===== src/rtl/ucs_pkg.sv =====
// Package for the UTF-8 character substitution unit.
// Holds the request codes, the token that travels down the cell chain and
// the UTF-8 helper functions. No dependencies.
package ucs_pkg;

  localparam int CHAR_BYTES = 4;

  localparam logic [1:0] REQ_TEXT  = 2'd0;
  localparam logic [1:0] REQ_WRITE = 2'd1;
  localparam logic [1:0] REQ_CLEAR = 2'd2;

  typedef enum logic [1:0] {
    TOK_LOOKUP,
    TOK_FLUSH,
    TOK_WRITE,
    TOK_CLEAR
  } tok_kind_t;

  typedef struct packed {
    logic        valid;
    tok_kind_t   kind;
    logic [5:0]  slot;
    logic [31:0] key;
    logic [2:0]  key_len;
    logic        hit;
    logic [63:0] out;
    logic [3:0]  out_len;
  } token_t;

  function automatic logic [2:0] lead_length(input logic [7:0] b);
    logic [2:0] len;
    if (b inside {[8'h00:8'h7F]}) begin
      len = 3'd1;
    end else if (b inside {[8'hC0:8'hDF]}) begin
      len = 3'd2;
    end else if (b inside {[8'hE0:8'hEF]}) begin
      len = 3'd3;
    end else if (b inside {[8'hF0:8'hF7]}) begin
      len = 3'd4;
    end else begin
      len = 3'd1;
    end
    return len;
  endfunction

  function automatic logic [31:0] key_mask(input logic [2:0] len);
    logic [31:0] m;
    case (len)
      3'd1: m = 32'h0000_00FF;
      3'd2: m = 32'h0000_FFFF;
      3'd3: m = 32'h00FF_FFFF;
      3'd4: m = 32'hFFFF_FFFF;
      default: m = 32'h0000_0000;
    endcase
    return m;
  endfunction

endpackage


===== src/rtl/ucs_cell.sv =====
// One table slot of the UTF-8 character substitution unit, with its stage
// of the token chain. Compares lookups against the slot and applies writes
// and clears as tokens pass. Depends on ucs_pkg.
module ucs_cell import ucs_pkg::*; #(
  parameter int SLOT_INDEX = 0,
  parameter int OUT_BYTES  = 8
) (
  input  logic   clk,
  input  logic   rst,
  input  logic   advance,
  input  token_t tok_in,
  output token_t tok_out
);

  localparam int OUT_W = 8 * OUT_BYTES;
  localparam int LEN_W = $clog2(OUT_BYTES + 1);

  logic             entry_valid;
  logic [31:0]      entry_key;
  logic [2:0]       entry_key_len;
  logic [OUT_W-1:0] entry_out;
  logic [LEN_W-1:0] entry_out_len;

  token_t           tok_q;
  token_t           tok_next;
  logic             match;
  logic             write_here;
  logic [LEN_W-1:0] sat_len;

  assign match = entry_valid && (tok_in.kind == TOK_LOOKUP) && !tok_in.hit &&
                 (entry_key_len == tok_in.key_len) &&
                 (((entry_key ^ tok_in.key) & key_mask(tok_in.key_len)) == 32'd0);

  assign write_here = tok_in.valid && (tok_in.kind == TOK_WRITE) &&
                      (32'(tok_in.slot) == SLOT_INDEX);

  assign sat_len = (tok_in.out_len > 4'(OUT_BYTES)) ? LEN_W'(OUT_BYTES)
                                                    : tok_in.out_len[LEN_W-1:0];

  always_comb begin
    tok_next = tok_in;
    if (match) begin
      tok_next.hit     = 1'b1;
      tok_next.out     = 64'(entry_out);
      tok_next.out_len = 4'(entry_out_len);
    end
  end

  always_ff @(posedge clk) begin
    if (rst) begin
      entry_valid <= 1'b0;
    end else if (advance && tok_in.valid && (tok_in.kind == TOK_CLEAR)) begin
      entry_valid <= 1'b0;
    end else if (advance && write_here) begin
      entry_valid <= 1'b1;
    end
  end

  always_ff @(posedge clk) begin
    if (advance && write_here) begin
      entry_key     <= tok_in.key;
      entry_key_len <= tok_in.key_len;
      entry_out     <= tok_in.out[OUT_W-1:0];
      entry_out_len <= sat_len;
    end
  end

  always_ff @(posedge clk) begin
    if (rst) begin
      tok_q.valid <= 1'b0;
    end else if (advance) begin
      tok_q <= tok_next;
    end
  end

  assign tok_out = tok_q;

endmodule


===== config.mk =====
export PLATFORM = sky130hd
export DESIGN_NAME = ucs_cell
export DESIGN_NICKNAME = d
export VERILOG_FILES = /design/src/rtl/ucs_pkg.sv /design/src/rtl/ucs_cell.sv
export SDC_FILE = /design/constraint.sdc
export NUM_CORES = 1
export LEC_CHECK = 0
export ABC_AREA = 1
export BUFFER_PORTS_ARGS = -buffer_cell sky130_fd_sc_hd__buf_2
export CAP_MARGIN = 20
export CORE_MARGIN = 8
export CORE_UTILIZATION = 35
export CTS_BUF_LIST = sky130_fd_sc_hd__clkbuf_8
export DETAILED_ROUTE_END_ITERATION = 8
export PLACE_DENSITY_LB_ADDON = 0.05
export SLEW_MARGIN = 40
export SYNTH_ARGS = -nofsm -noshare
export SYNTH_HDL_FRONTEND = slang
export SYNTH_SLANG_ARGS = --single-unit

===== constraint.sdc =====
create_clock -name clk -period 9.25 [get_ports clk]
set_input_delay 0.925 -clock clk [delete_from_list [all_inputs] [get_ports clk]]
set_output_delay 0.925 -clock clk [all_outputs]
set_load 0.05 [all_outputs]

### Word-level counts from Yosys, hierarchy flattened

Index checks and enable logic that the tools add are counted.

* $lt $le $gt $ge: 1
* equality and inequality tests: 7
* muxes and demuxes: 2
* bitwise logic cells: 3
* reduce and logical (&&, ||, !) cells: 15

Operators with widths (count)
* $pmux 32 s4: 1
* $mux 68: 1
* $and 32x32->32: 1
* $logic_not 32->1: 1
* $xor 32x32->32: 1
* $logic_and 1x1->1: 9
* $eq 3x2->1 const B: 2
* $logic_not 6->1: 1
* $eq 2x2->1 const B: 2
* $gt 4x4->1 const B: 1
* $eq 3x1->1 const B: 1
* $eq 3x3->1: 1
* $eq 3x3->1 const B: 1
* $logic_not 2->1: 1
* $reduce_and 2->1: 1
* $reduce_or 2->1: 1
* $logic_not 1->1: 1
* $not 1->1: 1

* flip-flop bits (word level): 217
* input bits: 116
* word-level logic and storage cells: 41

### Depth between registers and ports, before layout

* word-level depth: 6
* mapped depth: 14

### Worst setup path before layout

Ideal clock, no wire load.

* path kind: input to register
* from: input tok_in[107] in the netlist's numbering
* to: register entry_key[0] (enable)
* arrival time: 8732 ps
* required time: 8535 ps
* setup slack: -197 ps
* stages: 2
* path buffers: 0
* cell sequence: nor4_1 > nor3b_1

* cells in the longest elaborated chain, start to end: 3

Ends and longest elaborated chain
* from (decl): RTL line ucs_cell.sv:11 `input token_t tok_in,`
* $logic_not 6->1: RTL line ucs_cell.sv:35 `(32'(tok_in.slot) == SLOT_INDEX);`
* $logic_and 1x1->1: RTL line ucs_cell.sv:34 `assign write_here = tok_in.valid && (tok_in.kind == TOK_WRITE) &&`
* $logic_and 1x1->1: RTL line ucs_cell.sv:60 `if (advance && write_here) begin`
* to (signal assigned): RTL line ucs_cell.sv:61 `entry_key <= tok_in.key;`
* to (decl): RTL line ucs_cell.sv:19 `logic [31:0] entry_key;`

No other way between the ends.
A chain may end at the register's enable or synchronous reset.

==> summary.md <==
| Metric | Value |
|---|---|
| Fin area | `10600 sq um` |
| Synth top area cells | `edfxtp_1 77%, nand2_1 11%, nand3_1 4.2%` |
| RSZ-0062 raised after global routing | `no` |
| Via-to-Cell Ratio | `4.47` |
| Synthesis-to-finish area growth | `26.4%` |
| Async SR Flop Fraction | `0%` |
| Pin count of the biggest net entering global routing | `69` |
| Worst path max stage delay | `0.52 ns` |
| Top cell type's share of synthesized area | `76.7%` |
| Initial antenna violation count | `3` |
| Hold path startpoint | `tok_out[112]` |
| CTS resizes | `0` |
| Total number of vias | `5674` |
| Mean post-synth cell area | `12.6 sq um` |
| MaxCap Viol Count | `0` |
| Peak supply drop | `95.6 uV` |
| Post-Syn Area | `8420 sq um` |
| PwrDens | `208 nW/um^2` |
| Hold buffer count at CTS | `0` |
| Yosys warns | `0` |
| Number of distinct library cells after synthesis | `27` |
| First drt pass iteration count | `5` |
| Worst-Skew Late Latency | `0.51 ns` |
| Vias in the first global route | `6017` |
| Final GP Congestion | `0.748` |
| Initial Util | `35.7%` |
| Antenna-violating nets left | `0` |
| Reg2reg start | `entry_key[21]` |
| Final Cycle Share | `27.7%` |
| Total power | `2.21 mW` |
| Slowest cell on the critical path | `buf_4` |
| Die area | `29300 sq um` |
| Worst r2r dst | `tok_out[12]` |
| Min-Delay Endpoint | `tok_out[112]` |
| Post-layout nets | `1038` |
| EDFF count, synth | `215` |
| Placed insts | `1200` |
| Post-CTS Setup Inserts | `0` |
| Global-route wire length before repair | `32.1 mm` |
| Worst slack, placed | `6.15 ns` |
| Synth area leader | `edfxtp_1` |
| CTS root buf | `clkbuf_8` |
| Post-route setup slack | `6.68 ns` |
| Fin Hold WS | `0.470 ns` |
| Status | `completed` |
| Top-count cell post-synth | `nand2_1` |
| Top cells by count, synth | `252 x nand2_1, 215 x edfxtp_1, 70 x nand3_1, 62 x inv_1, 16 x nor2_1` |
| PortBufs | `228` |
| Final core utilization | `45.2%` |
| Post-DP Area | `9910 sq um` |
| Least-Margin Pin Slew | `0.814 ns` |
| Non-filler cells, final | `1268` |
| CP dominant cell by count | `nand2_1` |
| TritonCTS clock tree | `yes` |
| Final hold violation count | `0` |
| Clock sink count | `217` |
| Clock skew | `0.0189 ns` |
| Routed wire per std cell | `16.5 microns` |
| Worst R2R Setup Slack | `6.87 ns` |
| Clock buffer depth | `3` |
| Setup CP Type | `primary input to flip-flop` |
| DR iter-0 viols | `333` |
| Crit-path cells | `buf_2 -> nor3_4 -> inv_2 -> o21ai_1 -> a21boi_1 -> nor2_1 -> nand2_2 -> buf_4 -> nand2_1 -> nand2_1` |
| GRT overflow | `0` |
| Crit end category | `flip-flop` |
| Slew headroom | `45.7%` |
| CP max FO | `41` |
| Die width | `171 microns` |
| HPWL after detailed placement | `13.9 mm` |
| Final Max Slew Viols | `0` |
| Layout cells sized above 1 | `31.1%` |
| GRT Resource Usage Total | `14.0%` |
| CTS H-tree lvls | `2` |
| Ports | `229` |
| Startpoint types | `primary input` |
| Final wirelength | `21.0 mm` |
| Fmax achieved | `390 MHz` |
| CORE AREA | `23500 sq um` |
| Remaining DRCs | `0` |
| Std cell rows | `56` |
| Chip Height | `171 microns` |
| Seq cells post-synth | `217` |
| Worst r2r path cells | `13` |
| Sequential element share of the synthesized area | `77.2%` |
| Worst Hold Depth | `2` |
| Commonest register cell after synthesis | `edfxtp_1` |
| CTS Buf Count | `39` |
| WP data required | `9.62 ns` |
| Mapped Cells | `668` |
| # setup viols final | `0` |
| Leak Pwr | `4.65 nW` |
| Period minus WS final | `2.57 ns` |
| CTS clock-pin slew for the worst setup and hold paths | `0.06 ns` |
| Post-Synthesis Net Count | `784` |
| Crit path DAT | `2.94 ns` |
| Setup TNS | `0 ns` |
| HP Class | `flip-flop to flip-flop` |
[worst max-delay path by stage]
stage / from / end
3_5_place_dp: tok_in[69] / tok_out[12]
6_report: tok_in[69] / tok_out[31]
2_1_floorplan: advance / tok_out[0]
5_1_grt: tok_in[88] / tok_out[25]
4_1_cts: tok_in[69] / tok_out[31]
3_3_place_gp: tok_in[93] / tok_out[27]
[flip-flops by register name (all words and copies together), names as in the netlist]
register       count
entry_key         32
entry_key_len      3
entry_out         64
entry_out_len      4
entry_valid        1
tok_out          113
[per-layer routing]
| metal | track usage (%) | share of wire [%] | wire (microns) | vias up |
|---|---|---|---|---|
| li1 | - | - | - | 2771 |
| met1 | 16.9 | 42 | 8780 | 2652 |
| met3 | 5.12 | 9.1 | 1920 | 44 |
| met5 | 0 | 0.17 | 36 | - |
| met2 | 22.5 | 46 | 9700 | 201 |
| met4 | 5.18 | 2.5 | 532 | 6 |
[power by group]
group          switching (mW)  internal (mW)  total (mW)
combinational           0.189         0.0538       0.243
sequential            0.00952           1.12        1.13
clock                   0.375          0.460       0.836
[kinds of logic after synthesis]
family / synth area share (%)
compound gates: 0.401
xor+xnor: 0.624
buf+inv: 4.48
flops: 77.2
simple gates: 17.3
[cell type report]
| class | instances | area (sq um) |
|---|---|---|
| tap | 319 | 399 |
| fill | 2250 | 12900 |
| timing repair buffer | 235 | 1200 |
| multi-input combinational | 364 | 1570 |
| inverter | 65 | 244 |
| sequential | 217 | 6500 |
| antenna | 1 | 2.50 |
| clock inverter | 23 | 119 |
| clock buffer | 44 | 606 |
[critical path: cells and delay by family]
kind / cells / cell delay, ns
compound gates: 2 / 0.28
buf+inv: 3 / 0.74
simple gates: 5 / 0.96
[placed cells by master, fill, tap and decap left out]
| cell | n |
|---|---|
| buf_4 | 5 |
| nor4_1 | 1 |
| a31oi_1 | 1 |
| nand2_2 | 1 |
| nand3_1 | 70 |
| o21ai_1 | 1 |
| bufinv_16 | 1 |
| buf_6 | 2 |
| clkinv_2 | 5 |
| nor2_1 | 15 |
| edfxtp_1 | 215 |
| clkbuf_8 | 44 |
| dfxtp_1 | 2 |
| diode_2 | 1 |
| inv_1 | 72 |
| nor2_4 | 2 |
| inv_2 | 3 |
| nand2_1 | 252 |
| or2_1 | 2 |
| clkinv_1 | 7 |
| buf_2 | 228 |
| o21ai_0 | 1 |
| nor3_4 | 2 |
| nand4_1 | 3 |
| a21boi_1 | 1 |
| a21oi_1 | 2 |
| or2_2 | 1 |
| xnor2_1 | 6 |
| nor3b_4 | 1 |
| nor3_1 | 2 |
(Power assumes the default switching activity.)
