`src/rtl/ucs_pkg.sv`:
```
// Package for the UTF-8 character substitution unit.
// Holds the request codes, the token that travels down the cell chain and
// the UTF-8 helper functions. No dependencies.
package ucs_pkg;

  localparam int CHAR_BYTES = 4;

  localparam logic [1:0] REQ_TEXT  = 2'd0;
  localparam logic [1:0] REQ_WRITE = 2'd1;
  localparam logic [1:0] REQ_CLEAR = 2'd2;

  typedef enum logic [1:0] {
    TOK_LOOKUP,
    TOK_FLUSH,
    TOK_WRITE,
    TOK_CLEAR
  } tok_kind_t;

  typedef struct packed {
    logic        valid;
    tok_kind_t   kind;
    logic [5:0]  slot;
    logic [31:0] key;
    logic [2:0]  key_len;
    logic        hit;
    logic [63:0] out;
    logic [3:0]  out_len;
  } token_t;

  function automatic logic [2:0] lead_length(input logic [7:0] b);
    logic [2:0] len;
    if (b inside {[8'h00:8'h7F]}) begin
      len = 3'd1;
    end else if (b inside {[8'hC0:8'hDF]}) begin
      len = 3'd2;
    end else if (b inside {[8'hE0:8'hEF]}) begin
      len = 3'd3;
    end else if (b inside {[8'hF0:8'hF7]}) begin
      len = 3'd4;
    end else begin
      len = 3'd1;
    end
    return len;
  endfunction

  function automatic logic [31:0] key_mask(input logic [2:0] len);
    logic [31:0] m;
    case (len)
      3'd1: m = 32'h0000_00FF;
      3'd2: m = 32'h0000_FFFF;
      3'd3: m = 32'h00FF_FFFF;
      3'd4: m = 32'hFFFF_FFFF;
      default: m = 32'h0000_0000;
    endcase
    return m;
  endfunction

endpackage

```
`src/rtl/ucs_emitter.sv`:
```
// Output stage of the UTF-8 character substitution unit.
// Takes finished tokens from the end of the cell chain and sends their bytes
// one byte at a time; also produces the chain advance. Depends on ucs_pkg.
module ucs_emitter import ucs_pkg::*; (
  input  logic       clk,
  input  logic       rst,
  input  token_t     tail,
  output logic       advance,
  output logic       out_valid,
  input  logic       out_ready,
  output logic [7:0] out_byte,
  output logic       last_of_run,
  output logic       was_translated
);

  logic [63:0] data;
  logic [3:0]  remaining;
  logic        translated;

  logic        needs;
  logic        free;
  logic        load;
  logic [3:0]  load_len;
  logic [63:0] load_data;

  assign load_len  = tail.hit ? tail.out_len : {1'b0, tail.key_len};
  assign load_data = tail.hit ? tail.out : 64'(tail.key);
  assign needs     = tail.valid && ((tail.kind == TOK_LOOKUP) || (tail.kind == TOK_FLUSH)) &&
                     (load_len != 4'd0);
  assign free      = (remaining == 4'd0) || ((remaining == 4'd1) && out_ready);
  assign advance   = !needs || free;
  assign load      = needs && free;

  always_ff @(posedge clk) begin
    if (rst) begin
      remaining <= 4'd0;
    end else if (load) begin
      remaining <= load_len;
    end else if (out_valid && out_ready) begin
      remaining <= remaining - 4'd1;
    end
  end

  always_ff @(posedge clk) begin
    if (load) begin
      data       <= load_data;
      translated <= tail.hit;
    end else if (out_valid && out_ready) begin
      data <= {8'd0, data[63:8]};
    end
  end

  assign out_valid      = (remaining != 4'd0);
  assign out_byte       = data[7:0];
  assign last_of_run    = (remaining == 4'd1);
  assign was_translated = translated;

`ifndef ASSERT_OFF
  a_load_count: assert property (@(posedge clk) disable iff (rst)
    load |=> remaining == $past(load_len))
    else $error("byte count not taken from loaded token");
  a_run_continues: assert property (@(posedge clk) disable iff (rst)
    out_valid && out_ready && !last_of_run && !load |=> out_valid)
    else $error("run ended before its last byte");
`endif

endmodule
```
`config.mk`:
```
export PLATFORM = sky130hd
export DESIGN_NAME = ucs_emitter
export DESIGN_NICKNAME = d
export VERILOG_FILES = /design/src/rtl/ucs_pkg.sv /design/src/rtl/ucs_emitter.sv
export SDC_FILE = /design/constraint.sdc
export NUM_CORES = 1
export LEC_CHECK = 0
export BUFFER_PORTS_ARGS = -buffer_cell sky130_fd_sc_hd__buf_4
export CAP_MARGIN = 40
export CORE_MARGIN = 8
export CORE_UTILIZATION = 30
export DETAILED_ROUTE_END_ITERATION = 10
export PLACE_DENSITY = 0.59
export SLEW_MARGIN = 25
export SYNTH_ARGS = -nofsm -noshare
export SYNTH_HDL_FRONTEND = slang
export SYNTH_SLANG_ARGS = --single-unit
```
`constraint.sdc`:
```
create_clock -name clk -period 3.2 [get_ports clk]
set_clock_uncertainty 0.15 [all_clocks]
set_input_delay 0.64 -clock clk [delete_from_list [all_inputs] [get_ports clk]]
set_output_delay 0.64 -clock clk [all_outputs]
set_load 0.03 [all_outputs]
```
# == Yosys cells after proc, flatten, opt, wreduce, memory -nomap -nowiden ==
# Index checks and enable logic that the tools add are counted.
# totals
regBits,69
latch_bits,0
mem_bits_rw,0
mem_bits_ro,0
input_bits,116
out_inout_bits,12
mem_count,0
# classes
add_sub_neg,1
n_mul,0
div,0
order_cmp,0
n_eq_ne,2
shift,0
n_mux,6
bitwise_logic,0
reduce_logical,14
# op_table
operator,count
$mux 64,3
$mux 4,3
$reduce_bool 4->1,2
$logic_and 1x1->1,5
$eq 4x1->1 const B,1
$logic_not 4->1,1
$sub 4x1->4 const B,1
$logic_or 1x1->1,3
$eq 2x1->1 const B,1
$logic_not 2->1,1
$reduce_bool 2->1,1
$logic_not 1->1,1

# == Depth between registers and ports, before layout ==
# Gate-level depths: netlist of run 1.
# depth
ltp_word,6
mapped_depth,10
ltp_nobuf,8

# == Least setup slack after synthesis of run 1 ==
# OpenSTA, ideal clock, no wires.
# synth_timing
kind,in2reg
start,input tail[68] in the netlist's numbering
end,"register data[0], enable pin"
setup_time_ns,0.419
t_arrival_ns,2.818
t_required_ns,2.631
setup_slack_ns,-0.187
cell_stages,5
path_cell_list,buf_6 > nor4b_4 > a2111oi_4 > mux2i_4 > inv_1
# synth_between
elab_chain_cells,5
# synth_lines
item,line,source
from (decl),ucs_emitter.sv:7,"input token_t tail,"
$mux 4,ucs_emitter.sv:26,"assign load_len = tail.hit ? tail.out_len : {1'b0, tail.key_len};"
$reduce_bool 4->1,ucs_emitter.sv:29,(load_len != 4'd0);
$logic_and 1x1->1,ucs_emitter.sv:28,assign needs = tail.valid && ((tail.kind == TOK_LOOKUP) || (tail.kind == TOK_FLUSH)) &&
$logic_and 1x1->1,ucs_emitter.sv:32,assign load = needs && free;
$reduce_bool 2->1 (no source line),-,
to (signal assigned),ucs_emitter.sv:46,data <= load_data;
to (signal assigned),ucs_emitter.sv:49,"data <= {8'd0, data[63:8]};"
to (decl),ucs_emitter.sv:16,logic [63:0] data;
# Every way passes these cells.
# A chain may end at the register's enable or synchronous reset.

# == Worst setup path after layout of run 1 ==
# layout_timing
start,input tail[68] in the netlist's numbering
end,output advance
# layout_between
elab_chain_cells,5
# layout_lines
item,line,source
$mux 4,ucs_emitter.sv:26,
$reduce_bool 4->1,ucs_emitter.sv:29,
$logic_and 1x1->1,ucs_emitter.sv:28,
$logic_not 1->1,ucs_emitter.sv:31,assign advance = !needs || free;
$logic_or 1x1->1,ucs_emitter.sv:31,
to (decl),ucs_emitter.sv:8,"output logic advance,"
# Every way passes these cells.

==> results.md, run 1 <==
* Outcome: finished, final reports clean
* EDFF count, synth at 65
* Fill count at 1,099
* Start point of the critical path: tail[68]
* Reg-to-reg endpoint: data[31]
* MaxCap Viol Count at 0
* Post-Syn Area at 3501 um2
* Routed wire length at 8155 um
* Maximum clock rate at 360.8 MHz
* Yosys warnings at 0
* Starting Density at 30.66%
* Crit Path Max Fanout at 10
* # setup viols final at 0
* CP required at 2.41 ns
* Synth Flop Type: edfxtp_1
* Syn_area_per_cell at 11.15 um2
* FF-to-FF path depth at 8
* Drt pass-1 iters at 4
* Most frequent cells in the layout: 123 x buf_4, 81 x nand2_1, 65 x edfxtp_1
* Pin count of the biggest net entering global routing at 89
* Layout cells sized above 1 at 34.51%
* Buffer depth of the longest clock path at 2
* Critical R2R Launch: remaining[0]
* CTS Buf Count at 9
* Leading area contributor after synthesis: edfxtp_1
* Clock slew at reported path FFs at 0.05 ns
* Crit path capture: advance
* Core Box Area at 11,420 um2
* Cell area after placement at 4482 um2
* Placed Cells at 553
* Clock Latency Late Sink at 0.31 ns
* IO Count at 128
* Area grow syn2layout at 36.17%
* Final Non-Filler Cells at 569
* Area contributors post-synth: edfxtp_1 56%, mux2i_1 9.7%, nand2_1 8.7%, o21ai_0 4.6%, nand3_1 3.6%
* Die width at 124.0 um
* Antenna cell count at 0
* Placed wire-length estimate at 5841 um
* Max Slew Vio Count at 0
* Slew @ Worst Pin at 0.7922 ns
* Hold Path Class: register to register
* Comb power frac at 33.9%
* Critical path arrival at 1.98 ns
* Clk root buf: clkbuf_16
* Post-synthesis sequential element count at 69
* Most common cell after layout, fill and taps aside: buf_4
* Routed Antenna Nets at 0
* Critical path launch point type: primary input
* Gr ovfl total at 0
* WHS at 0.3437 ns
* Post-CTS sizing at 0
* CTS H-tree lvls at 3
* Seq pwr share at 42.9%
* Min Tclk post-route at 2.772 ns
* Vias/cell at 4.538
* P_sw at 1.324 mW
* Overall die area at 15,380 um2
* CP endpoint kind: output port
* Fin util at 41.75%
* Leakage at 2.139 nW
* Final total power at 4.082 mW
* Setup TNS at 0 ns
* Share of the cycle needed by the critical path after routing at 86.62%
* Total GRT Usage at 10.53%
* TritonCTS clock tree: yes
* Cts hold-fix bufs at 0
* Iteration-0 DRC Markers at 128
* Post-CTS setup buffers at 0
* Syn Inst Count at 314
* Via count at 2,582
* Cell Int Power at 2.758 mW
* Clock sink count at 69
* Switching share of power at 32.43%
* Netlist cell types at 35
* Final Net Count at 540
* Hold Vio Cnt, Final at 0
* Register area share after synthesis at 58.04%
* Clock share of power at 23.3%
* DR WL/cell at 14.33 um
* RSZ-0062 raised after global routing: false
* Vias in the first global route at 2,714
* Count of buffers from port buffering at 120
* DRC Markers at 0
* Synth top area share at 55.75%
* Setup WS post-layout at 0.4280 ns
* Place WS at 0.3908 ns
* R2R Setup Slk at 0.78 ns
* Slew headroom at 47.19%
* # rows at 39
* Asr flop ratio synth at 0%
* Chip height at 124.0 um
* Final instance area at 4767 um2
* Critical setup path kind: primary input to output port
* Pwr dens at 856.3 nW/um2
* Routability cong. at 0.7867
* First-pass GRT wire length at 12,950 um
* Syn_nets at 433
* Peak VDD IR at 284.9 uV
* Initial antenna violation count at 0
[routing by layer]
metal	global-route usage, %	vias up	wire (um)
met3	3.944	4	798
met5	0	-	0
li1	-	1335	-
met2	16.03	86	3491
met4	3.123	0	36
met1	13.66	1157	3828
[flip-flops by register name, indices dropped and copies added (netlist names)]
register	flops
was_translated	1
data	64
remaining	4
[Yosys cell counts (3+ instances only)]
master	number
nand2_1	81
edfxtp_1	65
mux2i_1	34
o21ai_0	32
nand3_1	25
buf_4	11
clkbuf_1	11
and3_1	8
inv_1	6
buf_2	4
dfxtp_1	4
a21oi_1	3
ha_1	3
[cell families after synthesis]
logic type	count (synthesis)	share of synthesized area [%]
adders and majority gates	3	1.072
DFF	69	58.04
AOI/OAI and AO/OA	44	7.613
buffers and inverters	36	5.754
and+or+nand+nor	125	16.51
muxes	37	11.01
[critical path, stage by stage]
cell and delay (ns):
buf_4 0.17, nor4b_4 0.15, a2111oi_4 0.56, or2b_1 0.29, buf_4 0.17
[worst min-delay path by stage]
stage / depth (start not counted) / endpoint / startpoint / slack, ns
after floorplan: 1 / remaining[0] / remaining[0] / 0.30
after global placement: 1 / remaining[0] / remaining[0] / 0.33
after detailed placement: 1 / remaining[0] / remaining[0] / 0.33
after CTS: 1 / remaining[0] / remaining[0] / 0.34
after global routing: 1 / remaining[0] / remaining[0] / 0.37
final: 1 / remaining[0] / remaining[0] / 0.34
[power by group through the flow]
stage | registers [mW] | logic (mW) | clock network, mW
after floorplan | 1.75 | 0.996 | 0
after global routing | 1.79 | 1.57 | 1.02
after detailed placement | 1.77 | 1.42 | 0
final | 1.75 | 1.38 | 0.949
after CTS | 1.75 | 1.42 | 0.981
after global placement | 1.76 | 1.37 | 0
[layout make-up]
class,instances,area [um2],area share [%]
sequential,69,2032,42.62
multi-input combinational,209,1272,26.69
timing repair buffer,125,963.4,20.21
clock buffer,11,232.7,4.882
tap,143,178.9,3.753
clock inverter,5,52.55,1.102
inverter,7,35.03,0.7349
No activity file was read; power rests on OpenSTA's default activity.
==> run 2, diff against run 1 <==
--- a/config.mk
+++ b/config.mk
@@ -11,6 +11,7 @@
 export CORE_UTILIZATION = 30
 export DETAILED_ROUTE_END_ITERATION = 10
 export PLACE_DENSITY = 0.59
+export REMOVE_ABC_BUFFERS = 1
 export SLEW_MARGIN = 25
 export SYNTH_ARGS = -nofsm -noshare
 export SYNTH_HDL_FRONTEND = slang
==> run 2 against run 1 <==
Via count increased by 0.93%. First-iteration DRC count increased by 18%. Sequential power about the same. Count of clock-buffer cells in the layout unchanged. Final cell count increased by 0.18%. Final area decreased by 0.71%. Core utilization decreased by 0.30 points. Flip-flop and latch count unchanged. Maximum frequency increased by 1.7%. Global-route usage increased by 0.094 points. Register-to-register slack improved by 0.10 ns. Sequential share of layout area increased by 0.30 points. Critical path type unchanged.
==> results.md, run 2 (synthesis gave the netlist of run 1 again) <==
* MaxCap Viol Count at 0
* Buffer depth of the longest clock path at 2
* Max incr delay on CP at 0.34 ns
* Hold Crit Endpoint: remaining[0]
* Post-CTS setup buffers at 0
* CP endpoint kind: output port
* Routed wire length at 8112 um
* Gr ovfl total at 0
* Hold Path Class: register to register
* Routed Antenna Nets at 0
* Die width at 124.0 um
* IO Count at 128
* Via count at 2,606
* # setup viols final at 0
* Most common cell after layout, fill and taps aside: buf_4
* Worst Hold Launch: remaining[0]
* Vias/cell at 4.572
* Clock slew at reported path FFs at 0.05 ns
* Hold Vio Cnt, Final at 0
* Clk root buf: clkbuf_16
* TritonCTS clock tree: yes
* Peak VDD IR at 388.0 uV
* Drt pass-1 iters at 4
* Worst hold path depth at 1
* Total GRT Usage at 10.62%
* Antenna cell count at 0
* Slew headroom at 47.18%
* Slowest stage cell on the critical path: a2111oi_4
* Leakage at 2.134 nW
* Worst path top cell family by delay: buffers and inverters
* Starting Density at 30.66%
* Final Non-Filler Cells at 570
* Pwr dens at 839.0 nW/um2
* Min Tclk post-route at 2.727 ns
* CTS Buf Count at 9
* Clock sink count at 69
* Overall die area at 15,380 um2
* Slew @ Worst Pin at 0.7924 ns
* Critical path cell sequence: buf_4 -> nor4b_4 -> a2111oi_4 -> buf_4 -> or2b_1 -> buf_4
* Layout cells sized above 1 at 34.66%
* Pin count of the biggest net entering global routing at 60
* CP most frequent cell: buf_4
* RSZ-0062 raised after global routing: false
* Count of buffers from port buffering at 120
* First-pass GRT wire length at 12,780 um
* Core Box Area at 11,420 um2
* R2R Setup Slk at 0.88 ns
* Critical setup path kind: primary input to output port
* Iteration-0 DRC Markers at 151
* Cts hold-fix bufs at 0
* Critical path arrival at 1.94 ns
* Routability cong. at 0.7031
* Placed wire-length estimate at 5614 um
* Placed Cells at 554
* Buf/Inv on CP at 3
* Max reg flops at 64
* # rows at 39
* Maximum clock rate at 366.7 MHz
* Clock Latency Late Sink at 0.32 ns
* CP required at 2.41 ns
* Area grow syn2layout at 35.20%
* DRC Markers at 0
* DR WL/cell at 14.23 um
* Vias in the first global route at 2,690
* Reg-to-reg endpoint: remaining[1]
* FF-to-FF path depth at 8
* Initial antenna violation count at 0
* Critical R2R Launch: remaining[0]
* Max Slew Vio Count at 0
* Most frequent cells in the layout: 125 x buf_4, 81 x nand2_1, 65 x edfxtp_1
* Fill count at 1,134
* Final Net Count at 541
* Crit Path Max Fanout at 13
* CTS H-tree lvls at 3
* Share of the cycle needed by the critical path after routing at 85.22%
* Critical path launch point type: primary input
* Final total power at 3.971 mW
* Biggest register: data
* Post-CTS sizing at 0
* Chip height at 124.0 um
* Setup TNS at 0 ns
* Outcome: finished, final reports clean
[run 2: cell types whose count changed in the layout (fill, tap and decap cells not counted), sizes merged]
cell / before / now
buf: 125 / 126
bufinv: 1 / 0
clkinv: 3 / 4
clkinvlp: 2 / 1
inv: 6 / 7
[run 2: area by class of cell]
type	instances	area [um2]	area share, %
Clock buffer	11	232.7	4.917
Clock inverter	5	27.53	0.5815
Inverter	7	31.28	0.6609
Multi-Input combinational cell	209	1272	26.88
Sequential cell	69	2032	42.93
Tap cell	143	178.9	3.780
Timing Repair Buffer	126	958.4	20.25
[run 2: worst max path at each step]
stage             start       to  slack (ns)  cells past startpoint
2_1_floorplan  tail[68]  data[0]       -0.06                      4
3_3_place_gp   tail[68]  advance        0.49                      6
3_5_place_dp   tail[68]  advance        0.47                      6
4_1_cts        tail[68]  advance        0.46                      6
5_1_grt        tail[68]  advance        0.41                      6
6_report       tail[68]  advance        0.47                      6
[run 2: report_power, final]
part	switching, mW	total (mW)	internal [mW]
sequential	0.111	1.75	1.64
combinational	0.846	1.35	0.506
clock	0.355	0.874	0.519
total	1.31	3.97	2.66
[run 2: per-stage QoR]
stage	instance area, um2	hold WS (ns)	worst slack [ns]	utilization, %
final	4733	0.3382	0.4730	41.45
after global routing	4733	0.3720	0.4055	41.45
after CTS	4733	0.3391	0.4648	41.45
after detailed placement	4473	0.3258	0.4728	39.17
after global placement	4473	0.3244	0.4923	39.17
after floorplan	3331	0.3009	-0.05954	-
[run 2: metal layers]
layer  vias up  routed length [um]  share of wire, %  global-route usage [%]
li1       1331                   -                 -                       -
met1      1181                3536                44                   12.74
met2        86                3667                45                   16.94
met3         8                 822                10                   4.261
met4         0                  85               1.0                   3.792
met5         -                   0                 0                       0
