--- src/rtl/ucs_pkg.sv ---
// Package for the UTF-8 character substitution unit.
// Holds the request codes, the token that travels down the cell chain and
// the UTF-8 helper functions. No dependencies.
package ucs_pkg;

  localparam int CHAR_BYTES = 4;

  localparam logic [1:0] REQ_TEXT  = 2'd0;
  localparam logic [1:0] REQ_WRITE = 2'd1;
  localparam logic [1:0] REQ_CLEAR = 2'd2;

  typedef enum logic [1:0] {
    TOK_LOOKUP,
    TOK_FLUSH,
    TOK_WRITE,
    TOK_CLEAR
  } tok_kind_t;

  typedef struct packed {
    logic        valid;
    tok_kind_t   kind;
    logic [5:0]  slot;
    logic [31:0] key;
    logic [2:0]  key_len;
    logic        hit;
    logic [63:0] out;
    logic [3:0]  out_len;
  } token_t;

  function automatic logic [2:0] lead_length(input logic [7:0] b);
    logic [2:0] len;
    if (b inside {[8'h00:8'h7F]}) begin
      len = 3'd1;
    end else if (b inside {[8'hC0:8'hDF]}) begin
      len = 3'd2;
    end else if (b inside {[8'hE0:8'hEF]}) begin
      len = 3'd3;
    end else if (b inside {[8'hF0:8'hF7]}) begin
      len = 3'd4;
    end else begin
      len = 3'd1;
    end
    return len;
  endfunction

  function automatic logic [31:0] key_mask(input logic [2:0] len);
    logic [31:0] m;
    case (len)
      3'd1: m = 32'h0000_00FF;
      3'd2: m = 32'h0000_FFFF;
      3'd3: m = 32'h00FF_FFFF;
      3'd4: m = 32'hFFFF_FFFF;
      default: m = 32'h0000_0000;
    endcase
    return m;
  endfunction

endpackage

--- src/rtl/ucs_assembler.sv ---
// Front end of the UTF-8 character substitution unit.
// Groups text bytes into characters and turns each accepted word into a token
// for the cell chain. Depends on ucs_pkg.
module ucs_assembler import ucs_pkg::*; (
  input  logic        clk,
  input  logic        rst,
  input  logic        in_valid,
  input  logic        in_ready,
  input  logic [1:0]  req_type,
  input  logic [7:0]  text_byte,
  input  logic        end_of_text,
  input  logic [5:0]  entry_slot,
  input  logic [31:0] entry_key,
  input  logic [2:0]  entry_key_len,
  input  logic [63:0] entry_out,
  input  logic [3:0]  entry_out_len,
  output token_t      tok
);

  logic [31:0] char_buffer;
  logic [1:0]  bytes_held;
  logic [2:0]  bytes_expected;

  logic        accept;
  logic        start;
  logic [31:0] base_buf;
  logic [1:0]  base_held;
  logic [2:0]  expect_len;
  logic [31:0] new_buf;
  logic [2:0]  new_held;
  logic        complete;

  assign accept     = in_valid && in_ready;
  assign start      = (bytes_held == 2'd0);
  assign base_buf   = start ? 32'd0 : char_buffer;
  assign base_held  = start ? 2'd0 : bytes_held;
  assign expect_len = start ? lead_length(text_byte) : bytes_expected;
  assign new_buf    = base_buf | (32'(text_byte) << {base_held, 3'b000});
  assign new_held   = {1'b0, base_held} + 3'd1;
  assign complete   = (new_held >= expect_len);

  always_comb begin
    tok         = '0;
    tok.kind    = TOK_LOOKUP;
    tok.slot    = entry_slot;
    tok.key     = new_buf;
    tok.key_len = new_held;
    tok.out     = entry_out;
    tok.out_len = entry_out_len;
    case (req_type)
      REQ_TEXT: begin
        tok.valid = in_valid && (complete || end_of_text);
        tok.kind  = complete ? TOK_LOOKUP : TOK_FLUSH;
      end
      REQ_WRITE: begin
        tok.valid   = in_valid;
        tok.kind    = TOK_WRITE;
        tok.key     = entry_key;
        tok.key_len = entry_key_len;
      end
      REQ_CLEAR: begin
        tok.valid = in_valid;
        tok.kind  = TOK_CLEAR;
      end
      default: begin
        tok.valid = 1'b0;
      end
    endcase
  end

  always_ff @(posedge clk) begin
    if (rst) begin
      bytes_held     <= 2'd0;
      bytes_expected <= 3'd0;
      char_buffer    <= 32'd0;
    end else if (accept && (req_type == REQ_TEXT)) begin
      if (complete || end_of_text) begin
        bytes_held     <= 2'd0;
        bytes_expected <= 3'd0;
        char_buffer    <= 32'd0;
      end else begin
        bytes_held     <= new_held[1:0];
        bytes_expected <= expect_len;
        char_buffer    <= new_buf;
      end
    end
  end

`ifndef ASSERT_OFF
  a_eot_clears: assert property (@(posedge clk) disable iff (rst)
    accept && (req_type == REQ_TEXT) && end_of_text |=> bytes_held == 2'd0)
    else $error("partial character survived end of text");
`endif

endmodule

--- config.mk ---
export PLATFORM = sky130hd
export DESIGN_NAME = ucs_assembler
export DESIGN_NICKNAME = d
export VERILOG_FILES = /design/src/rtl/ucs_pkg.sv /design/src/rtl/ucs_assembler.sv
export SDC_FILE = /design/constraint.sdc
export NUM_CORES = 1
export LEC_CHECK = 0
export BUFFER_PORTS_ARGS = -buffer_cell sky130_fd_sc_hd__buf_2
export CORE_MARGIN = 10
export CORE_UTILIZATION = 40
export CTS_CLUSTER_SIZE = 25
export DETAILED_ROUTE_END_ITERATION = 16
export PLACE_DENSITY = 0.84
export SYNTH_ARGS = -nofsm -noshare
export SYNTH_HDL_FRONTEND = slang
export SYNTH_SLANG_ARGS = --single-unit
--- constraint.sdc ---
create_clock -name clk -period 8.8 [get_ports clk]
set_clock_uncertainty 0.15 [all_clocks]
set_input_delay 0.88 -clock clk [delete_from_list [all_inputs] [get_ports clk]]
set_output_delay 0.88 -clock clk [all_outputs]
set_load 0.02 [all_outputs]
# [Yosys cells after proc, flatten, opt, wreduce, memory -nomap -nowiden]
# Cells that the tools add are included.
[classes] n_addsub=1 order_cmp=9 n_eq_ne=2 n_shift=1 mux=14 n_bitwise=1 n_reduce_logical=11
[ops] op="$mux 32" n=2
[ops] op="$mux 35" n=1
[ops] op="$or 32x32->32" n=1
[ops] op="$shl 8x5->32" n=1
[ops] op="$ge 8x8->1 const B" n=3
[ops] op="$le 8x8->1 const B" n=3
[ops] op="$mux 3" n=6
[ops] op="$ge 8x1->1 const B" n=1
[ops] op="$le 8x7->1 const B" n=1
[ops] op="$logic_and 1x1->1" n=7
[ops] op="$pmux 2 s3" n=1
[ops] op="$logic_not 2->1" n=2
[ops] op="$mux 2" n=2
[ops] op="$add 2x1->3 const B" n=1
[ops] op="$ge 3x3->1" n=1
[ops] op="$eq 2x1->1 const B" n=1
[ops] op="$eq 2x2->1 const B" n=1
[ops] op="$pmux 1 s2" n=1
[ops] op="$reduce_or 2->1" n=1
[ops] op="$logic_or 1x1->1" n=1
[ops] op="$mux 1" n=1
[word_totals] reg_bits=37 inputBits=124 output_inout_bits=113 wordCells=42

# [Logic depth before layout (Yosys ltp)]
# Gate-level depths: netlist of run 1.
[depth] ltp_word=11 depth_mapped=12 depth_no_buf=10

# [Worst setup path before layout of run 1]
# Ideal clock, no wire load.
[synth_path] path_kind="reg2out" start="register bytes_held[0]" end="output tok[112] in the netlist's numbering" t_arrival_ps=2985 t_required_ps=7770 slack_ps=4785 path_stages_with_launch=12 n_path_buf=2 cell_sequence="dfxtp_1 > inv_2 > ha_1 > buf_2 > inv_1 > clkbuf_1 > a21oi_1 > ha_1 > nand2_2 > o211ai_4 > a21oi_1 > nor3b_1"
[synth_lines] element="from (decl)" line_no="ucs_assembler.sv:21" text="logic [1:0] bytes_held;"
[synth_lines] element="from (signal assigned)" line_no="ucs_assembler.sv:82" text="bytes_held <= new_held[1:0];"
[synth_lines] element="to (decl)" line_no="ucs_assembler.sv:17" text="output token_t tok"

==> impl_metrics.tcl, run 1 <==
set metrics [dict create \
    cts_sinks 37 \
    power_density_nw_per_um2 129.5 \
    drtIter0Drc 178 \
    synth-edff-count 0 \
    irDropWorstVdd_v 0.00005105 \
    clk_pin_slew_worst_paths_ps 70 \
    ys_ff_latch 37 \
    min-delay-path-class "flip-flop to flip-flop" \
    grt_start_max_net_pins 68 \
    combPwrFrac_pct 17.9 \
    initial_core_util_pct 40.73 \
    gp_congestion 0.8200 \
    pwr-share-seq_pct 48.0 \
    ys.flop_type "dfxtp_1" \
    pwr-share-clk_pct 34.1 \
    fin_nets 453 \
    grt_usage_pct 13.93 \
    via_count 2232 \
    viasPerCell 5.566 \
    slew-limit-headroom_pct 30.35 \
    cp_slowest_cell "inv_1" \
    setup_viol 0 \
    layout_setup_ws_ps 4045 \
    nFillCells 686 \
    dieArea_um2 10550 \
    syn-num-nets 455 \
    totalPowerFinal_mw 0.3495 \
    syn_to_final_growth_pct -1.372 \
    grt_pass1_vias 2193 \
    cts_hold_buf 0 \
    postSynthAreaPerCell_um2 8.472 \
    synth-seq-area-share_pct 27.07 \
    rsz0062_at_grt "no" \
    final_cells 401 \
    antenna-diode-count 0 \
    synth_warnings 0 \
    p_sw_mw 0.09794 \
    cts_tree "built" \
    worstPathCellList "inv_2, ha_1, inv_1, a21oi_1, ha_1, nand2_2, o211ai_4, a21oi_1, nor3b_1, buf_2" \
    insertion_delay_ps 280 \
    hpwl_um 6068 \
    dr.pass1.iters 4 \
    rows 30 \
    synth_area_leaders "dfxtp_1 (27%), buf_4 (21%), a22o_1 (11%), a22oi_1 (8.8%), nand2_1 (4.9%)" \
    numCtsBuffers 5 \
    crit_arrival_ps 3730 \
    htree_levels 2 \
    clk_path_buf_depth 2 \
    worstPathRequired_ps 7770 \
    synth.top_cells.by_count "buf_4 (75), dfxtp_1 (37), nand2_1 (36)" \
    finalCriticalPeriod_ps 4755 \
    synth-async-reset-ratio_pct 0 \
    crit_type "flip-flop to output pin" \
    wl_per_cell_um 19.37 \
    sw_frac_of_total_pct 28.02 \
    ios 237 \
    dp.cells 394 \
    hold_viol_final 0 \
    critPathMaxStageDelay_ps 780 \
    reg2reg_depth 10 \
    cell_internal_pwr_mw 0.2516 \
    grt_overflow 0 \
    die_w_um 102.7 \
    cp-start-kind "flip-flop" \
    path_max_fanout 33 \
    routed_wl_um 7766 \
    worst_pin_slew_ps 1045 \
    max_freq_mhz 210.3 \
    die_y_um 102.7 \
    drtAntennaViolNets 0 \
    drv_slew 0 \
    finalCritPeriodShare_pct 54.04 \
    finalSetupTns_ps 0 \
    netlist_area_um2 2736 \
    root_buffer "clkbuf_8" \
    synth_top_area_share_pct 27.07 \
    p_leak_nw 1.184 \
    cp_num_buf_inv 3 \
    worstSetupEndpointType "output pin" \
    antenna_found_initial 0 \
    core_um2 6719 \
    place_ws_ps 4337 \
    status "completed" \
    drc 0 \
    synth_top_area_cell "dfxtp_1" \
    cp_num_cells 10 \
    synth_most_common_cell "buf_4" \
    path_delay_family "buffers and inverters" \
    grt_pass1_wl_um 11520 \
    port_buffers 87 \
    post_cts_buffers 0 \
    worstHoldPathCells 2 \
    cts_resized 0 \
    syn_inst 323 \
    whs_ps 304.7 \
    drive_above_1_share_pct 34.89 \
    max_cap_viol_count 0 \
    yosysUniqueCellTypes 36 \
]
## final timing paths
check | start | end | slack [ps]
setup / recovery | bytes_held[0] | tok[112] | 4040
hold / removal | bytes_expected[1] | bytes_expected[1] | 300
setup reg to reg | bytes_held[0] | char_buffer[25] | 4730
hold reg to reg | bytes_expected[1] | bytes_expected[1] | 300
## per-layer routing
metal,GRT usage [%],vias to the layer above,routed length [um]
met2,23.90,86,3857
met5,0,-,0
met3,4.759,36,666
li1,-,1064,-
met4,7.592,0,319
met1,14.70,1046,2923
## tightest hold or removal path, delay by kind of cell (launching register included)
family,cells,cell delay (ps)
flops,1,310
simple gates,1,50
compound gates,1,50
## placed cells by master, fill, tap and decap left out, drive strengths merged
cell type	synthesis	final
clkbuf	14	7
o21ai	34	34
a21o	1	1
buf	83	88
dfxtp	37	37
o31ai	1	1
a22oi	32	32
o211ai	2	2
nor3	1	1
a21oi	4	4
conb	1	1
o2bb2ai	1	1
a31oi	1	1
mux2	2	2
nand2	37	37
or2	1	1
nand4b	1	1
nor3b	1	1
a22o	34	34
nor2	6	6
nor4	4	4
mux2i	3	3
inv	9	9
o22ai	1	1
ha	8	8
nor2b	2	2
nand2b	2	2
## sequential cells by signal (all words and copies together), names as in the netlist
register,cells
bytes_held,2
char_buffer,32
bytes_expected,3
## power groups by stage
stage               logic (mW)  registers, mW  clock network [mW]
global route            0.0687          0.168               0.130
detailed placement      0.0634          0.172                   0
finish                  0.0625          0.168               0.119
global placement        0.0618          0.172                   0
CTS                     0.0637          0.168               0.122
floorplan               0.0888          0.172                   0
## metrics by stage
stage / util, % / cell area [um^2]
5_1_grt: 40.17 / 2699
4_1_cts: 40.17 / 2699
3_5_place_dp: 38.88 / 2613
6_report: 40.17 / 2699
2_1_floorplan: - / 2736
3_3_place_gp: 38.88 / 2613
## area by class of cell
cell class,instances,area (um^2),share of cell area [%]
timing repair buffer,88,442.9,16.41
tap,80,100.1,3.709
sequential,37,740.7,27.45
clock buffer,7,86.33,3.199
inverter,9,33.78,1.252
multi-input combinational,180,1295,47.98
## cell families (layout without fill, tap and decap cells)
| family | after synthesis | in the layout | synth area share (%) |
|---|---|---|---|
| mux | 5 | 5 | 1.920 |
| compound gates | 111 | 111 | 29.90 |
| other cells | 1 | 1 | 0.1370 |
| simple gates | 55 | 55 | 11.61 |
| buf+inv | 106 | 104 | 25.70 |
| flops | 37 | 37 | 27.07 |
| fa+ha+maj | 8 | 8 | 3.658 |
Note: power is estimated with default switching activity, not from simulation.
==> run 2, diff against run 1 <==
--- a/config.mk
+++ b/config.mk
@@ -7,10 +7,10 @@
 export LEC_CHECK = 0
 export BUFFER_PORTS_ARGS = -buffer_cell sky130_fd_sc_hd__buf_2
 export CORE_MARGIN = 10
-export CORE_UTILIZATION = 40
+export CORE_UTILIZATION = 39
 export CTS_CLUSTER_SIZE = 25
 export DETAILED_ROUTE_END_ITERATION = 16
-export PLACE_DENSITY = 0.84
+export PLACE_DENSITY = 0.82
 export SYNTH_ARGS = -nofsm -noshare
 export SYNTH_HDL_FRONTEND = slang
 export SYNTH_SLANG_ARGS = --single-unit
==> constraint.sdc (replaced) <==
create_clock -name clk -period 4.8 [get_ports clk]
set_clock_uncertainty 0.15 [all_clocks]
set_input_delay 0.48 -clock clk [delete_from_list [all_inputs] [get_ports clk]]
set_output_delay 0.48 -clock clk [all_outputs]
set_load 0.02 [all_outputs]
==> impl_metrics.tcl, run 2 (synthesis gave the netlist of run 1 again) <==
set metrics [dict create \
    cts_sinks 37 \
    via_count 2249 \
    largest_register_ffs 32 \
    whs_ps 303.5 \
    slew-limit-headroom_pct 26.41 \
    cts_hold_buf 0 \
    core_um2 6794 \
    pwr-share-clk_pct 33.7 \
    path_max_fanout 9 \
    p_sw_mw 0.1773 \
    viasPerCell 5.380 \
    finalSetupTns_ps 0 \
    htree_levels 2 \
    hold_viol_final 0 \
    cts_tree "built" \
    antenna-diode-count 0 \
    status "completed" \
    worstPathRequired_ps 4170 \
    worstSetupEndpointType "output pin" \
    grt_start_max_net_pins 68 \
    grt-busiest-layer "met2" \
    p_leak_nw 1.190 \
    crit_arrival_ps 3110 \
    grt_pass1_vias 2205 \
    cp-start-kind "flip-flop" \
    syn_to_final_growth_pct -0.3660 \
    layout_common_cells "buf_2 (87), dfxtp_1 (37), nand2_1 (36)" \
    post_cts_buffers 0 \
    max_freq_mhz 267.4 \
    drtIter0Drc 109 \
    clk_pin_slew_worst_paths_ps 70 \
    max_cap_viol_count 0 \
    die_w_um 103.8 \
    die_y_um 103.8 \
    mostFrequentLayoutCell "buf_2" \
    r2r_setup_slack_ps 1290 \
    use_met2_pct 20.77 \
    ios 237 \
    setup_viol 0 \
    top_register "char_buffer" \
    power_density_nw_per_um2 234.2 \
    antenna_found_initial 0 \
    routed_wl_um 7420 \
    combPwrFrac_pct 18.1 \
    drv_slew 0 \
    clk_path_buf_depth 2 \
    crit_type "flip-flop to output pin" \
    grt_overflow 0 \
    rows 30 \
    grt_usage_pct 13.33 \
    hpwl_um 5651 \
    dr.pass1.iters 4 \
    fin_nets 454 \
    nFillCells 698 \
    grtUsageMet3_pct 4.151 \
    grtUsageMet1_pct 15.55 \
    gp_congestion 0.8048 \
    sw_frac_of_total_pct 27.76 \
    rsz0062_at_grt "no" \
    wl_per_cell_um 17.75 \
    drive_above_1_share_pct 35.09 \
    dieArea_um2 10770 \
    drtAntennaViolNets 0 \
    numCtsBuffers 5 \
    min-delay-path-class "flip-flop to flip-flop" \
    root_buffer "clkbuf_8" \
    cell_internal_pwr_mw 0.4613 \
    worst_pin_slew_ps 1104 \
    cts_resized 0 \
    finalCritPeriodShare_pct 77.92 \
    pwr-share-seq_pct 48.2 \
    insertion_delay_ps 290 \
    irDropWorstVdd_v 0.00009710 \
    port_buffers 87 \
    finalCriticalPeriod_ps 3740 \
    largestRegisters "char_buffer (32), bytes_expected (3), bytes_held (2)" \
    grt_pass1_wl_um 11900 \
    initial_core_util_pct 40.28 \
    drc 0 \
]
==> run 2: metrics by stage <==
stage	setup slack (ps)	total power [mW]	util, %	cells	instance area (um^2)
after floorplan	1185	0.4773	-	323	2736
after global placement	1484	0.4291	38.86	411	2640
after detailed placement	1319	0.4314	38.86	411	2640
after CTS	1034	0.6422	40.13	418	2726
after global routing	819.7	0.6654	40.13	418	2726
final	1060	0.6386	40.13	418	2726
==> run 2: final cells by class <==
class	instances	area, um^2	share of cell area, %
Tap cell	96	120.1	4.406
Clock buffer	7	86.33	3.167
Multi-Input combinational cell	180	1295	47.50
Inverter	9	33.78	1.239
Timing Repair Buffer	89	450.4	16.52
Sequential cell	37	740.7	27.17
==> run 2: power by group through the flow <==
stage / combinational (mW) / clock [mW] / sequential [mW]
after floorplan: 0.163 / 0 / 0.315
after global placement: 0.115 / 0 / 0.315
after detailed placement: 0.117 / 0 / 0.315
after CTS: 0.117 / 0.217 / 0.308
after global routing: 0.127 / 0.231 / 0.307
final: 0.116 / 0.215 / 0.308
==> run 2: final timing paths <==
check	startpoint	to	cells past startpoint
setup reg to reg	bytes_held[0]	char_buffer[21]	11
hold reg to reg	bytes_expected[1]	bytes_expected[1]	2
hold / removal	bytes_expected[1]	bytes_expected[1]	2
setup / recovery	bytes_held[0]	tok[112]	11
==> run 2: layer usage <==
metal	wire [um]	share of wire (%)	up-vias
met4	222	3.0	0
met2	3497	47	104
met3	572	7.7	37
met5	0	0	-
met1	3127	42	1039
li1	-	-	1069
==> run 2: worst max-delay path: stages, from the launching register on <==
cell,delay (ps)
dfxtp_1,400
inv_2,200
ha_1,410
nand2_1,90
nor3_1,250
a21oi_1,80
ha_1,350
nand2_2,90
o211ai_4,430
a21oi_1,130
nor3b_1,180
buf_2,190
==> run 3, diff against run 2 <==
--- a/config.mk
+++ b/config.mk
@@ -7,10 +7,10 @@
 export LEC_CHECK = 0
 export BUFFER_PORTS_ARGS = -buffer_cell sky130_fd_sc_hd__buf_2
 export CORE_MARGIN = 10
-export CORE_UTILIZATION = 39
+export CORE_UTILIZATION = 35
 export CTS_CLUSTER_SIZE = 25
 export DETAILED_ROUTE_END_ITERATION = 16
-export PLACE_DENSITY = 0.82
+export PLACE_DENSITY = 0.78
 export SYNTH_ARGS = -nofsm -noshare
 export SYNTH_HDL_FRONTEND = slang
 export SYNTH_SLANG_ARGS = --single-unit
==> constraint.sdc (replaced) <==
create_clock -name clk -period 3.17 [get_ports clk]
set_clock_uncertainty 0.15 [all_clocks]
set_input_delay 0.317 -clock clk [delete_from_list [all_inputs] [get_ports clk]]
set_output_delay 0.317 -clock clk [all_outputs]
set_load 0.02 [all_outputs]
==> impl_metrics.tcl, run 3 (synthesis gave the netlist of run 1 again) <==
set metrics [dict create \
    insertion_delay_ps 290 \
    via_count 2237 \
    whs_ps 196.9 \
    crit_type "flip-flop to output pin" \
    finalCritPeriodShare_pct 94.76 \
    grt_start_max_net_pins 42 \
    drv_slew 0 \
    layout_common_cells "buf_2 (87), nand2_1 (36), dfxtp_1 (36)" \
    grt_overflow 0 \
    antenna-diode-count 0 \
    cp_slowest_cell "dfxtp_2" \
    antenna_found_initial 0 \
    routed_wl_um 7678 \
    dr.pass1.iters 4 \
    worstPathRequired_ps 2700 \
    cp-start-kind "flip-flop" \
    cts_sinks 37 \
    root_buffer "clkbuf_8" \
    slew-limit-headroom_pct 56.84 \
    worst_pin_slew_ps 645.1 \
    grt_pass1_vias 2190 \
    grt_usage_pct 12.07 \
    post_cts_buffers 0 \
    wl_per_cell_um 17.94 \
    r2r_start "bytes_held[0]" \
    syn_to_final_growth_pct 3.567 \
    ios 237 \
    max_cap_viol_count 0 \
    power_density_nw_per_um2 402.3 \
    crit_arrival_ps 2540 \
    dpl-instance-area_um2 2689 \
    irDropWorstVdd_v 0.0001587 \
    stdcell_area_um2 2834 \
    largest_register_ffs 32 \
    fin_nets 457 \
    htree_levels 2 \
    critPathMaxStageDelay_ps 430 \
    largestRegisters "char_buffer (32), bytes_expected (3), bytes_held (2)" \
    min-delay-path-class "input pin to flip-flop" \
    status "completed" \
    cts_tree "built" \
    hold_viol_final 0 \
    gp_congestion 0.8630 \
    r2r-end "char_buffer[11]" \
    hpwl_um 5955 \
    die_y_um 108.4 \
    die_w_um 108.4 \
    clk_path_buf_depth 2 \
    finalSetupTns_ps 0 \
    dieArea_um2 11750 \
    min-delay-start "text_byte[1]" \
    setup_viol 0 \
    initial_core_util_pct 35.78 \
    grt_pass1_wl_um 11390 \
    clk_pin_slew_worst_paths_ps 80 \
    worstSetupEndpointType "output pin" \
    min_to "char_buffer[1]" \
    numCtsBuffers 5 \
    worstPathCellList "inv_2, ha_1, buf_4, nand2b_1, nor2_2, a22oi_1, o21ai_0, buf_2" \
    drtAntennaViolNets 0 \
    nFillCells 786 \
    port_buffers 87 \
    mostFrequentLayoutCell "buf_2" \
    drive_above_1_share_pct 37.42 \
    cts_hold_buf 0 \
    rsz0062_at_grt "no" \
    max_freq_mhz 332.9 \
    drc 0 \
    rows 32 \
    core_um2 7647 \
    top_register "char_buffer" \
    finalCriticalPeriod_ps 3004 \
    viasPerCell 5.227 \
    reg2reg_depth 12 \
    drtIter0Drc 125 \
    r2r_setup_slack_ps 290 \
    worstHoldPathCells 2 \
    p_leak_nw 1.235 \
    path_max_fanout 8 \
]
run 3: cell count changes in the layout (fill, tap and decap cells not counted), sizes merged:
| cell | delta |
|---|---|
| buf | +3 |
| bufinv | +2 |
| clkbuf | -2 |
| inv | +1 |
run 3: through the flow:
stage,total power [mW],setup WS (ps),utilization (%),instances
after global routing,1.183,42.78,37.06,428
final,1.140,166.0,37.06,428
after CTS,1.147,132.9,36.96,428
after global placement,0.6556,397.7,35.16,420
after floorplan,0.7238,79.31,-,323
after detailed placement,0.6586,288.3,35.16,420
run 3: how the worst max path moves through the flow:
stage / startpoint / endpoint / cells after the start
after floorplan: bytes_held[0] / tok[112] / 11
after global placement: bytes_held[0] / bytes_expected[2] / 12
after detailed placement: bytes_held[0] / char_buffer[19] / 12
after CTS: bytes_held[0] / tok[93] / 8
after global routing: bytes_held[0] / tok[112] / 11
final: bytes_held[0] / tok[98] / 8
run 3: worst max-delay path: cells and delay by family (launching register included):
family / cells / cell delay (ps)
adder cells (fa/ha/maj): 1 / 230
buffers and inverters: 3 / 530
AO/OA/AOI/OAI: 2 / 370
flip-flops: 1 / 430
AND/OR/NAND/NOR: 2 / 690
run 3: power by group:
part / total [mW] / internal (mW) / switching [mW]
logic: 0.180 / 0.0646 / 0.116
clock network: 0.495 / 0.317 / 0.178
registers: 0.465 / 0.465 / 0.000512
total: 1.14 / 0.846 / 0.294
run 3: area by class of cell:
type                            count  area (um^2)  share of cell area [%]
Inverter                            9        33.78                   1.192
Clock buffer                        5        68.82                   2.428
Tap cell                          102        127.6                   4.503
Sequential cell                    37        742.0                   26.18
Timing Repair Buffer               92        485.5                   17.13
Clock inverter                      3        68.82                   2.428
Multi-Input combinational cell    180         1308                   46.14
run 3: routing by layer:
layer / wire length [um] / up-vias / track usage (%)
li1: - / 1077 / -
met1: 2901 / 1000 / 13.15
met2: 3476 / 124 / 18.66
met3: 973 / 36 / 5.949
met4: 327 / 0 / 7.156
met5: 0 / - / 0
run 3: what timing repair did:
item | 4_1_cts | 5_1_grt
hold endpoints to repair | 0 | 0
resized for setup | 0 | 2
endpoints found under the setup margin | 0 | 3
